[config.mk]
export PLATFORM = sky130hd
export DESIGN_NAME = periodic_task_timer_dispatcher_unit
export DESIGN_NICKNAME = d
export VERILOG_FILES = /design/src/rtl/ptd_pkg.sv /design/src/rtl/ptd_cfg_regs.sv /design/src/rtl/ptd_slot_bank.sv /design/src/rtl/periodic_task_timer_dispatcher_unit.sv
export SDC_FILE = /design/constraint.sdc
export NUM_CORES = 1
export LEC_CHECK = 0
export ABC_CLOCK_PERIOD_IN_PS = 4050
export BUFFER_PORTS_ARGS = -buffer_cell sky130_fd_sc_hd__buf_2
export CAP_MARGIN = 40
export CORE_ASPECT_RATIO = 1.5
export CORE_MARGIN = 5
export CORE_UTILIZATION = 45
export CTS_CLUSTER_DIAMETER = 40
export DETAILED_ROUTE_END_ITERATION = 10
export PLACE_DENSITY = 0.72
export SETUP_SLACK_MARGIN = 0.5
export SYNTH_ARGS = -nofsm -noshare
export SYNTH_HDL_FRONTEND = slang
export SYNTH_SLANG_ARGS = --single-unit
[constraint.sdc]
create_clock -name i_clk -period 4.05 [get_ports i_clk]
set_input_delay 0.405 -clock i_clk [delete_from_list [all_inputs] [get_ports i_clk]]
set_output_delay 0.405 -clock i_clk [all_outputs]
set_load 0.005 [all_outputs]
[src/rtl/ptd_pkg.sv]
// shared types and constants of the periodic task timer dispatcher
package ptd_pkg;

    localparam int SLOT_CAP = 4;
    localparam int CNT_W = 16;
    localparam int PADDR_W = 4;

    localparam logic [2:0] KIND_TICK     = 3'd0;
    localparam logic [2:0] KIND_DISPATCH = 3'd1;
    localparam logic [2:0] KIND_ENABLE   = 3'd2;
    localparam logic [2:0] KIND_DISABLE  = 3'd3;
    localparam logic [2:0] KIND_REFRESH  = 3'd4;
    localparam logic [2:0] KIND_SET_TIME = 3'd5;
    localparam logic [2:0] KIND_QUERY    = 3'd6;

    localparam logic [1:0] STATUS_DISABLED = 2'd0;
    localparam logic [1:0] STATUS_ENABLED  = 2'd1;
    localparam logic [1:0] STATUS_UNKNOWN  = 2'd2;

    typedef logic [SLOT_CAP-1:0][CNT_W-1:0] t_intervals;

    localparam t_intervals INTERVAL_RESET = '{16'd1000, 16'd20, 16'd20, 16'd50};

    typedef struct packed {
        logic [2:0]       kind;
        logic [2:0]       task_index;
        logic [CNT_W-1:0] time_value;
    } t_in_item;

    typedef struct packed {
        logic       granted;
        logic [2:0] granted_task;
        logic [1:0] enable_status;
    } t_out_item;

    typedef struct packed {
        logic     fire;
        t_in_item item;
    } t_slot_op;

endpackage

[src/rtl/ptd_cfg_regs.sv]
// apb interval registers of the dispatcher
module ptd_cfg_regs (
    input  logic                     i_clk,
    input  logic                     i_rst_n,
    input  logic                     psel,
    input  logic                     penable,
    input  logic                     pwrite,
    input  logic [ptd_pkg::PADDR_W-1:0] paddr,
    input  logic [31:0]              pwdata,
    output logic [31:0]              prdata,
    output logic                     pready,
    output ptd_pkg::t_intervals      o_interval
);
    import ptd_pkg::*;

    t_intervals r_interval;
    logic [1:0] w_reg_idx;
    logic       w_wr;

    assign pready    = 1'b1;
    assign w_reg_idx = paddr[3:2];
    assign w_wr      = psel && penable && pwrite;

    always_ff @(posedge i_clk) begin
        if (!i_rst_n) begin
            r_interval <= INTERVAL_RESET;
        end else if (w_wr) begin
            r_interval[w_reg_idx] <= pwdata[CNT_W-1:0];
        end
    end

    assign prdata     = {{(32-CNT_W){1'b0}}, r_interval[w_reg_idx]};
    assign o_interval = r_interval;

endmodule

[src/rtl/ptd_slot_bank.sv]
// slot state: enable flags, countdowns, pending flags and their per-item update
module ptd_slot_bank #(
    parameter int NUM_TASKS = 4
) (
    input  logic                i_clk,
    input  logic                i_rst_n,
    input  ptd_pkg::t_slot_op   i_op,
    input  ptd_pkg::t_intervals i_interval,
    output ptd_pkg::t_out_item  o_result
);
    import ptd_pkg::*;

    localparam logic [3:0] NUM_SLOTS = 4'(NUM_TASKS);

    logic [NUM_TASKS-1:0]            r_en, n_en;
    logic [NUM_TASKS-1:0]            r_pend, n_pend;
    logic [NUM_TASKS-1:0][CNT_W-1:0] r_cnt, n_cnt;
    logic [NUM_TASKS-1:0]            w_sel;
    logic                            w_ok;
    logic                            w_found;
    t_out_item                       w_res;

    assign w_ok = ({1'b0, i_op.item.task_index} < NUM_SLOTS);

    always_comb begin
        for (int s = 0; s < NUM_TASKS; s++) begin
            w_sel[s] = w_ok && (i_op.item.task_index == 3'(s));
        end
    end

    always_comb begin
        n_en    = r_en;
        n_pend  = r_pend;
        n_cnt   = r_cnt;
        w_res   = '0;
        w_found = 1'b0;
        case (i_op.item.kind)
            KIND_TICK: begin
                for (int s = 0; s < NUM_TASKS; s++) begin
                    if (r_en[s] && (r_cnt[s] != '0)) begin
                        if (r_cnt[s] == CNT_W'(1)) begin
                            n_cnt[s]  = i_interval[s];
                            n_pend[s] = 1'b1;
                        end else begin
                            n_cnt[s] = r_cnt[s] - CNT_W'(1);
                        end
                    end
                end
            end
            KIND_DISPATCH: begin
                for (int s = 0; s < NUM_TASKS; s++) begin
                    if (!w_found && r_pend[s]) begin
                        w_found            = 1'b1;
                        n_pend[s]          = 1'b0;
                        w_res.granted      = 1'b1;
                        w_res.granted_task = 3'(s);
                    end
                end
            end
            KIND_ENABLE: begin
                for (int s = 0; s < NUM_TASKS; s++) begin
                    if (w_sel[s]) n_en[s] = 1'b1;
                end
            end
            KIND_DISABLE: begin
                for (int s = 0; s < NUM_TASKS; s++) begin
                    if (w_sel[s]) begin
                        n_en[s]  = 1'b0;
                        n_cnt[s] = i_interval[s];
                    end
                end
            end
            KIND_REFRESH: begin
                for (int s = 0; s < NUM_TASKS; s++) begin
                    if (w_sel[s]) n_cnt[s] = i_interval[s];
                end
            end
            KIND_SET_TIME: begin
                for (int s = 0; s < NUM_TASKS; s++) begin
                    if (w_sel[s]) begin
                        n_en[s]  = 1'b1;
                        n_cnt[s] = i_op.item.time_value;
                    end
                end
            end
            KIND_QUERY: begin
                if (!w_ok) begin
                    w_res.enable_status = STATUS_UNKNOWN;
                end else if (|(w_sel & r_en)) begin
                    w_res.enable_status = STATUS_ENABLED;
                end else begin
                    w_res.enable_status = STATUS_DISABLED;
                end
            end
            default: begin
                w_res = '0;
            end
        endcase
    end

    always_ff @(posedge i_clk) begin
        if (!i_rst_n) begin
            r_en   <= '1;
            r_pend <= '0;
            for (int s = 0; s < NUM_TASKS; s++) begin
                r_cnt[s] <= INTERVAL_RESET[s];
            end
        end else if (i_op.fire) begin
            r_en   <= n_en;
            r_pend <= n_pend;
            r_cnt  <= n_cnt;
        end
    end

    assign o_result = w_res;

endmodule

[src/rtl/periodic_task_timer_dispatcher_unit.sv]
// Periodic task timer dispatcher: up to NUM_TASKS slots, each with an enable
// flag, a 16-bit countdown reloaded from its interval register, and a pending
// flag. Ticks, dispatches and per-slot commands arrive as input items; every
// item yields exactly one result item. An accepted item is held in an input
// register and processed once the output register is free or being taken:
// then the slot state is updated and the result is captured in the output
// register. The block takes one item per cycle as long as results are taken.
// The interval registers sit on an APB-style port (byte address 4*slot,
// pready always high).
module periodic_task_timer_dispatcher_unit #(
    parameter int NUM_TASKS = 4
) (
    input  logic                        i_clk,
    input  logic                        i_rst_n,
    input  logic                        i_in_valid,
    output logic                        o_in_ready,
    input  ptd_pkg::t_in_item           i_in_item,
    output logic                        o_out_valid,
    input  logic                        i_out_ready,
    output ptd_pkg::t_out_item          o_out_item,
    input  logic                        psel,
    input  logic                        penable,
    input  logic                        pwrite,
    input  logic [ptd_pkg::PADDR_W-1:0] paddr,
    input  logic [31:0]                 pwdata,
    output logic [31:0]                 prdata,
    output logic                        pready
);
    import ptd_pkg::*;

    logic       r_in_valid;
    t_in_item   r_in_item;
    logic       r_out_valid;
    t_out_item  r_out_item;
    logic       w_fire;
    t_slot_op   w_op;
    t_intervals w_interval;
    t_out_item  w_result;

    assign w_fire     = r_in_valid && (!r_out_valid || i_out_ready);
    assign o_in_ready = !r_in_valid || w_fire;

    assign w_op.fire = w_fire;
    assign w_op.item = r_in_item;

    ptd_cfg_regs u_cfg (
        .i_clk      (i_clk),
        .i_rst_n    (i_rst_n),
        .psel       (psel),
        .penable    (penable),
        .pwrite     (pwrite),
        .paddr      (paddr),
        .pwdata     (pwdata),
        .prdata     (prdata),
        .pready     (pready),
        .o_interval (w_interval)
    );

    ptd_slot_bank #(
        .NUM_TASKS (NUM_TASKS)
    ) u_bank (
        .i_clk      (i_clk),
        .i_rst_n    (i_rst_n),
        .i_op       (w_op),
        .i_interval (w_interval),
        .o_result   (w_result)
    );

    always_ff @(posedge i_clk) begin
        if (!i_rst_n) begin
            r_in_valid  <= 1'b0;
            r_out_valid <= 1'b0;
        end else begin
            if (o_in_ready) begin
                r_in_valid <= i_in_valid;
            end
            if (w_fire) begin
                r_out_valid <= 1'b1;
            end else if (i_out_ready) begin
                r_out_valid <= 1'b0;
            end
        end
    end

    always_ff @(posedge i_clk) begin
        if (o_in_ready && i_in_valid) begin
            r_in_item <= i_in_item;
        end
        if (w_fire) begin
            r_out_item <= w_result;
        end
    end

    assign o_out_valid = r_out_valid;
    assign o_out_item  = r_out_item;

endmodule

; After elaboration in Yosys (flattened, before gate mapping)
; Cells that the tools add are included.
[op_classes]
reduce_logical = 50
n_eq_ne = 40
n_bitwise = 2
magnitude_cmp = 3
mux = 57
add_sub_neg = 4
[op_table]
columns = operator, n
row1 = $mux 16, 18
row2 = $pmux 64 s3, 1
row3 = $bwmux 64, 1
row4 = $eq 16x1->1 const B, 4
row5 = $reduce_bool 16->1, 4
row6 = $sub 16x1->16 const B, 4
row7 = $ne 2x1->1 const B, 27
row8 = $reduce_and 5->1, 7
row9 = $bmux 16 s2, 1
row10 = $demux 16 s2, 1
row11 = $mux 1, 28
row12 = $reduce_and 4->1, 5
row13 = $logic_and 1x1->1, 16
row14 = $mux 4, 4
row15 = $pmux 4 s2, 2
row16 = $eq 3x2->1 const B, 4
row17 = $eq 3x3->1 const B, 3
row18 = $reduce_or 4->1, 2
row19 = $eq 3x1->1 const B, 2
row20 = $logic_not 3->1, 2
row21 = $reduce_bool 2->1, 3
row22 = $logic_not 1->1, 5
row23 = $and 4x4->4, 1
row24 = $reduce_or 2->1, 2
row25 = other kinds (8), 9
[totals]
output_inout_bits = 41
word_cells = 182
register_bits = 166

; Depth between registers and ports, before layout
[depth]
ltp_word = 14
mapped_depth = 9
depth_no_buf = 8

; By module
; A second synthesis with hierarchy kept.
[unflattened]
cells_unflattened = 999
hier_area_um2 = 9052.4
[modules_own_cells]
columns = mod, area_each_um2, seq_area_each_um2, cells_each, n_inst
row1 = ptd_slot_bank, 5121.2, 1441.4, 680, 1
row2 = ptd_cfg_regs, 2986.6, 1281.2, 282, 1
row3 = periodic_task_timer_dispatcher_unit, 944.7, 880.8, 37, 1

; Least setup slack after synthesis
; OpenSTA, ideal clock, no wires.
[synth_path]
kind = reg2reg
from = register u_bank.r_cnt[0] (netlist name)
to = register u_bank.r_cnt[4] (netlist name)
path_buffers = 1
path_stages_with_launch = 9
arrival_ps = 2018
setup_time_ps = 120
path_slack_ps = 1912
cell_sequence = dfxtp_1 > inv_1 > ha_1 > or3b_2 > or2_4 > o31ai_4 > o22ai_2 > buf_6 > o31a_1
[synth_between]
elab_chain_len = 4
word_cells_on_any_way = 9
[synth_lines]
columns = item, line_no
row1 = start: declaration, ptd_slot_bank.sv:17  ; logic [NUM_TASKS-1:0][CNT_W-1:0] r_cnt, n_cnt;
row2 = start signal: indexed assignment, ptd_slot_bank.sv:106  ; r_cnt[s] <= INTERVAL_RESET[s];
row3 = start signal: assignment, ptd_slot_bank.sv:111  ; r_cnt <= n_cnt;
row4 = $sub 16x1->16 (tied with other cells), ptd_slot_bank.sv:45  ; n_cnt[s] = r_cnt[s] - CNT_W'(1);
row5 = $mux 16 / $logic_and 1x1->1 (equally long branches), "ptd_slot_bank.sv:41, ptd_slot_bank.sv:40"
row6 = $mux 16 / $ne 2x1->1 (equally long branches), -
row7 = $pmux 64 s3 / $reduce_and 5->1 (equally long branches), -
; Several ways; a longest one is shown, not always the timed one. The select of a mux whose other input is x is not followed.
; A chain may end at the register's enable or synchronous reset.

; Worst setup path after layout
[layout_path]
from = register r_in_item[21] (netlist name)
to = register u_bank.r_cnt[7] (netlist name)
[layout_between]
elab_chain_len = 4
word_cells_on_any_way = 11
[layout_lines]
columns = item, line_no
row1 = start: declaration, periodic_task_timer_dispatcher_unit.sv:32  ; t_in_item r_in_item;
row2 = start signal: assignment, periodic_task_timer_dispatcher_unit.sv:87  ; r_in_item <= i_in_item;
row3 = $eq 3x2->1 / $eq 3x3->1 (equally long branches), ptd_slot_bank.sv:37  ; case (i_op.item.kind)
row4 = $reduce_or 2->1 (no line), -
row5 = $ne 2x1->1 (no line) / $reduce_bool 3->1 (equally long branches), -
row6 = $reduce_and 5->1 (no line), -
; Several ways; a longest one is shown, not always the timed one.

==> results_dict.tcl <==
set metrics [dict create \
    seqPwrFrac_pct 47.7 \
    arrival_ns 2.98 \
    fin_crit_ns 2.66 \
    final_core_util_pct 51.0 \
    reg2regPathDepth 7 \
    finalMaxSlewViolations 0 \
    port_buffers 69 \
    grt_max_degree 85 \
    reg2reg_from "r_in_item[21]$_DFFE_PP_" \
    cts_hold_buf 0 \
    max_freq_ghz 0.376 \
    fin_skew_ns 0.0115 \
    fin_crit_sh_pct 65.6 \
    nNetsFinal 1120 \
    yosys.area.top_type "dfxtp_1" \
    cts_tree "yes" \
    muxShareOfSynthArea_pct 5.16 \
    cts_buffers 17 \
    die_x_microns 124 \
    synth_xor_area_share_pct 3.12 \
    hold_violations 0 \
    post_cts_buffers 0 \
    leakagePower_nw 3.56 \
    netSwitchingFraction_pct 26.7 \
    synthAdderAreaFrac_pct 1.29 \
    multi_input_area_sq_mm 0.00470 \
    r2r-end "u_bank.r_cnt[7]$_SDFFE_PN0P_" \
    cts.clk_slew.worst_paths_ns 0.07 \
    grt_antenna_before_repair 0 \
    mostFrequentLayoutCells "nand2_1 (189), dfxtp_1 (138), a21oi_1 (104), buf_2 (70), o21ai_0 (61)" \
    dpl_worst_slack_ns 1.51 \
    overflow 0 \
    synth_top_family_by_area "compound AO/OA/AOI/OAI gates" \
    ys_types 81 \
    pwr-share-clk_pct 43.1 \
    slew_headroom_pct 39.0 \
    rsz0062_at_grt "no" \
    post-dp-hpwl_mm 20.7 \
    wire_per_inst_microns 21.9 \
    synthTopCellsByArea "dfxtp_1 (32%), edfxtp_1 (9.3%), nand2_1 (8.2%)" \
    root_buffer "clkbuf_16" \
    rrSetupSlack_ns 1.39 \
    post_dp_cell_area_sq_mm 0.00915 \
    fin_tns_setup_ns 0 \
    cp.required_ns 4.37 \
    status "complete, no violations" \
    synth_compound_area_share_pct 23.0 \
    total_power_mw 3.71 \
    p_sw_uw 993 \
    syn_area_sq_mm 0.00870 \
    gp_congestion 0.948 \
    yosysTopAreaCellShare_pct 31.8 \
    tightest_slew_ns 0.916 \
    start_util_pct 45.6 \
    grt_pass1_vias 7706 \
    track_usage_pct 25.9 \
    synth_edf_count 27 \
    synth-seq-cells 165 \
    worst_setup_path_start_kind "flip-flop" \
    end_kind "flip-flop" \
    drive_above_1_share_pct 15.5 \
    final_cell_count_no_fill 1315 \
    drtIter0Drc 1091 \
    yosys_most_used_dff "dfxtp_1" \
    rows 62 \
    yosysWarningCount 0 \
    holdPathStages 1 \
    drc_errors 0 \
    grt_pass1_wl_mm 44.0 \
    drt_wl_total_mm 28.8 \
    finalWorstSetupSlack_ns 1.39 \
    setup.worst_path.class "flip-flop to flip-flop" \
    regArea_sq_mm 0.00357 \
    hp-class "input pin to flip-flop" \
    hold_start "i_in_item[14]" \
    placedCellCount 1283 \
    stdcell_area_sq_mm 0.00972 \
    dieArea_sq_mm 0.0223 \
    design.core.area_sq_mm 0.0191 \
    cap_violations 0 \
    vias 8315 \
    synthSimpleGateAreaFrac_pct 20.6 \
    peakVddDrop_v 0.000288 \
    powerDensity_mw_per_mm2 382 \
    drtPass1Iterations 8 \
    post_cts_resized 0 \
    min_to "r_in_item[14]$_DFFE_PP_" \
    mostFrequentLayoutCell "nand2_1" \
    ios 106 \
    n_antenna_cell 0 \
    synth_cells 1005 \
    clockBufferDepth 2 \
    insertion_delay_ns 0.45 \
    combPwrFrac_pct 9.2 \
    crit_fanout 15 \
    htreeDepth 4 \
    antenna_left 0 \
    power.internal_mw 2.72 \
    setup_viol_count_final 0 \
    async_flop_share_pct 0 \
    holdWs_ns 0.135 \
    viasPerCell 6.32 \
    synth.avg_cell_area_sq_um 8.66 \
    n_fill_cell 1824 \
    area_growth_pct 11.8 \
    die_h_microns 180 \
    clock-sinks 165 \
    ys_seq_area_share_pct 41.1 \
]
## flip-flops by register name, indices dropped and copies added (netlist names)
register and flops:
o_out_item 5, o_out_valid 1, r_in_item 22, r_in_valid 1, u_bank.r_cnt 64, u_bank.r_en 4, u_bank.r_pend 4, u_cfg.o_interval 64
## worst max-delay path by stage
stage	from	end	slack, ns	depth (start not counted)
2_1_floorplan	u_bank.r_cnt[0]$_SDFFE_PN0P_	u_bank.r_cnt[4]$_SDFFE_PN1P_	1.91	8
3_3_place_gp	u_bank.r_cnt[20]$_SDFFE_PN1P_	u_bank.r_cnt[20]$_SDFFE_PN1P_	1.41	6
3_5_place_dp	u_bank.r_cnt[0]$_SDFFE_PN0P_	u_bank.r_cnt[11]$_SDFFE_PN0P_	1.51	9
4_1_cts	r_in_item[21]$_DFFE_PP_	u_bank.r_cnt[7]$_SDFFE_PN0P_	1.49	7
5_1_grt	r_in_item[21]$_DFFE_PP_	u_bank.r_cnt[7]$_SDFFE_PN0P_	1.25	7
6_report	r_in_item[21]$_DFFE_PP_	u_bank.r_cnt[7]$_SDFFE_PN0P_	1.39	7
## critical path: stages (launching register included)
cell	delay [ns]
edfxtp_1	0.63
nand2b_1	0.31
o21ai_2	0.15
nand2_1	0.21
o22ai_2	0.55
buf_4	0.30
a21boi_0	0.27
o22ai_1	0.11
## power groups by stage
stage	Combinational [mW]	Clock, mW	Sequential [mW]
after floorplan	0.243	0	1.77
after global placement	0.325	0	1.80
after detailed placement	0.333	0	1.80
after CTS	0.336	1.61	1.77
after global routing	0.370	1.68	1.77
final	0.341	1.60	1.77
## routing by layer
metal,wire (microns),vias up,global-route usage [%]
met2,13500,505,40.7
li1,-,3772,-
met3,2790,111,6.00
met4,2020,0,15.2
met5,0,-,0
met1,10600,3927,32.0
## kinds of logic (layout without fill, tap and decap cells)
| kind of cell | after synthesis | count (layout) |
|---|---|---|
| xor gates and xnor gates | 31 | 31 |
| AOI/OAI and AO/OA | 304 | 304 |
| DFF | 165 | 165 |
| and+or+nand+nor | 374 | 374 |
| adders and majority gates | 9 | 9 |
| muxes | 24 | 24 |
| buffers and inverters | 96 | 134 |
| other | 2 | 18 |
## cell type report
class,count,area share (%)
clock inverter,13,1.21
inverter,14,0.540
clock buffer,19,4.67
tap,256,3.29
sequential,165,36.7
timing repair buffer,88,5.24
multi-input combinational,760,48.3
## Yosys cell counts (4+ instances only)
master and instances:
a21boi_0 9, nand3_1 29, nor2_1 49, a31oi_1 8, buf_6 5, and3_1 7
mux2i_1 4, edfxtp_1 27, nand2_1 189, a211oi_1 8, clkbuf_1 38, inv_1 14
nor3_1 21, xnor2_1 19, xor2_1 12, dfxtp_1 138, nand2b_1 5, o21ai_0 61
a21oi_1 104, a221oi_1 15, a222oi_1 26, o31a_1 4, or3_1 7, and2_1 13
ha_1 9, nand4_1 8, o21ai_1 4, o22ai_1 9, buf_2 14, o2bb2ai_1 5
buf_4 20, nor4_1 13, o211ai_1 14, mux4_2 16, o32ai_1 5
Note: power is estimated with default switching activity, not from simulation.
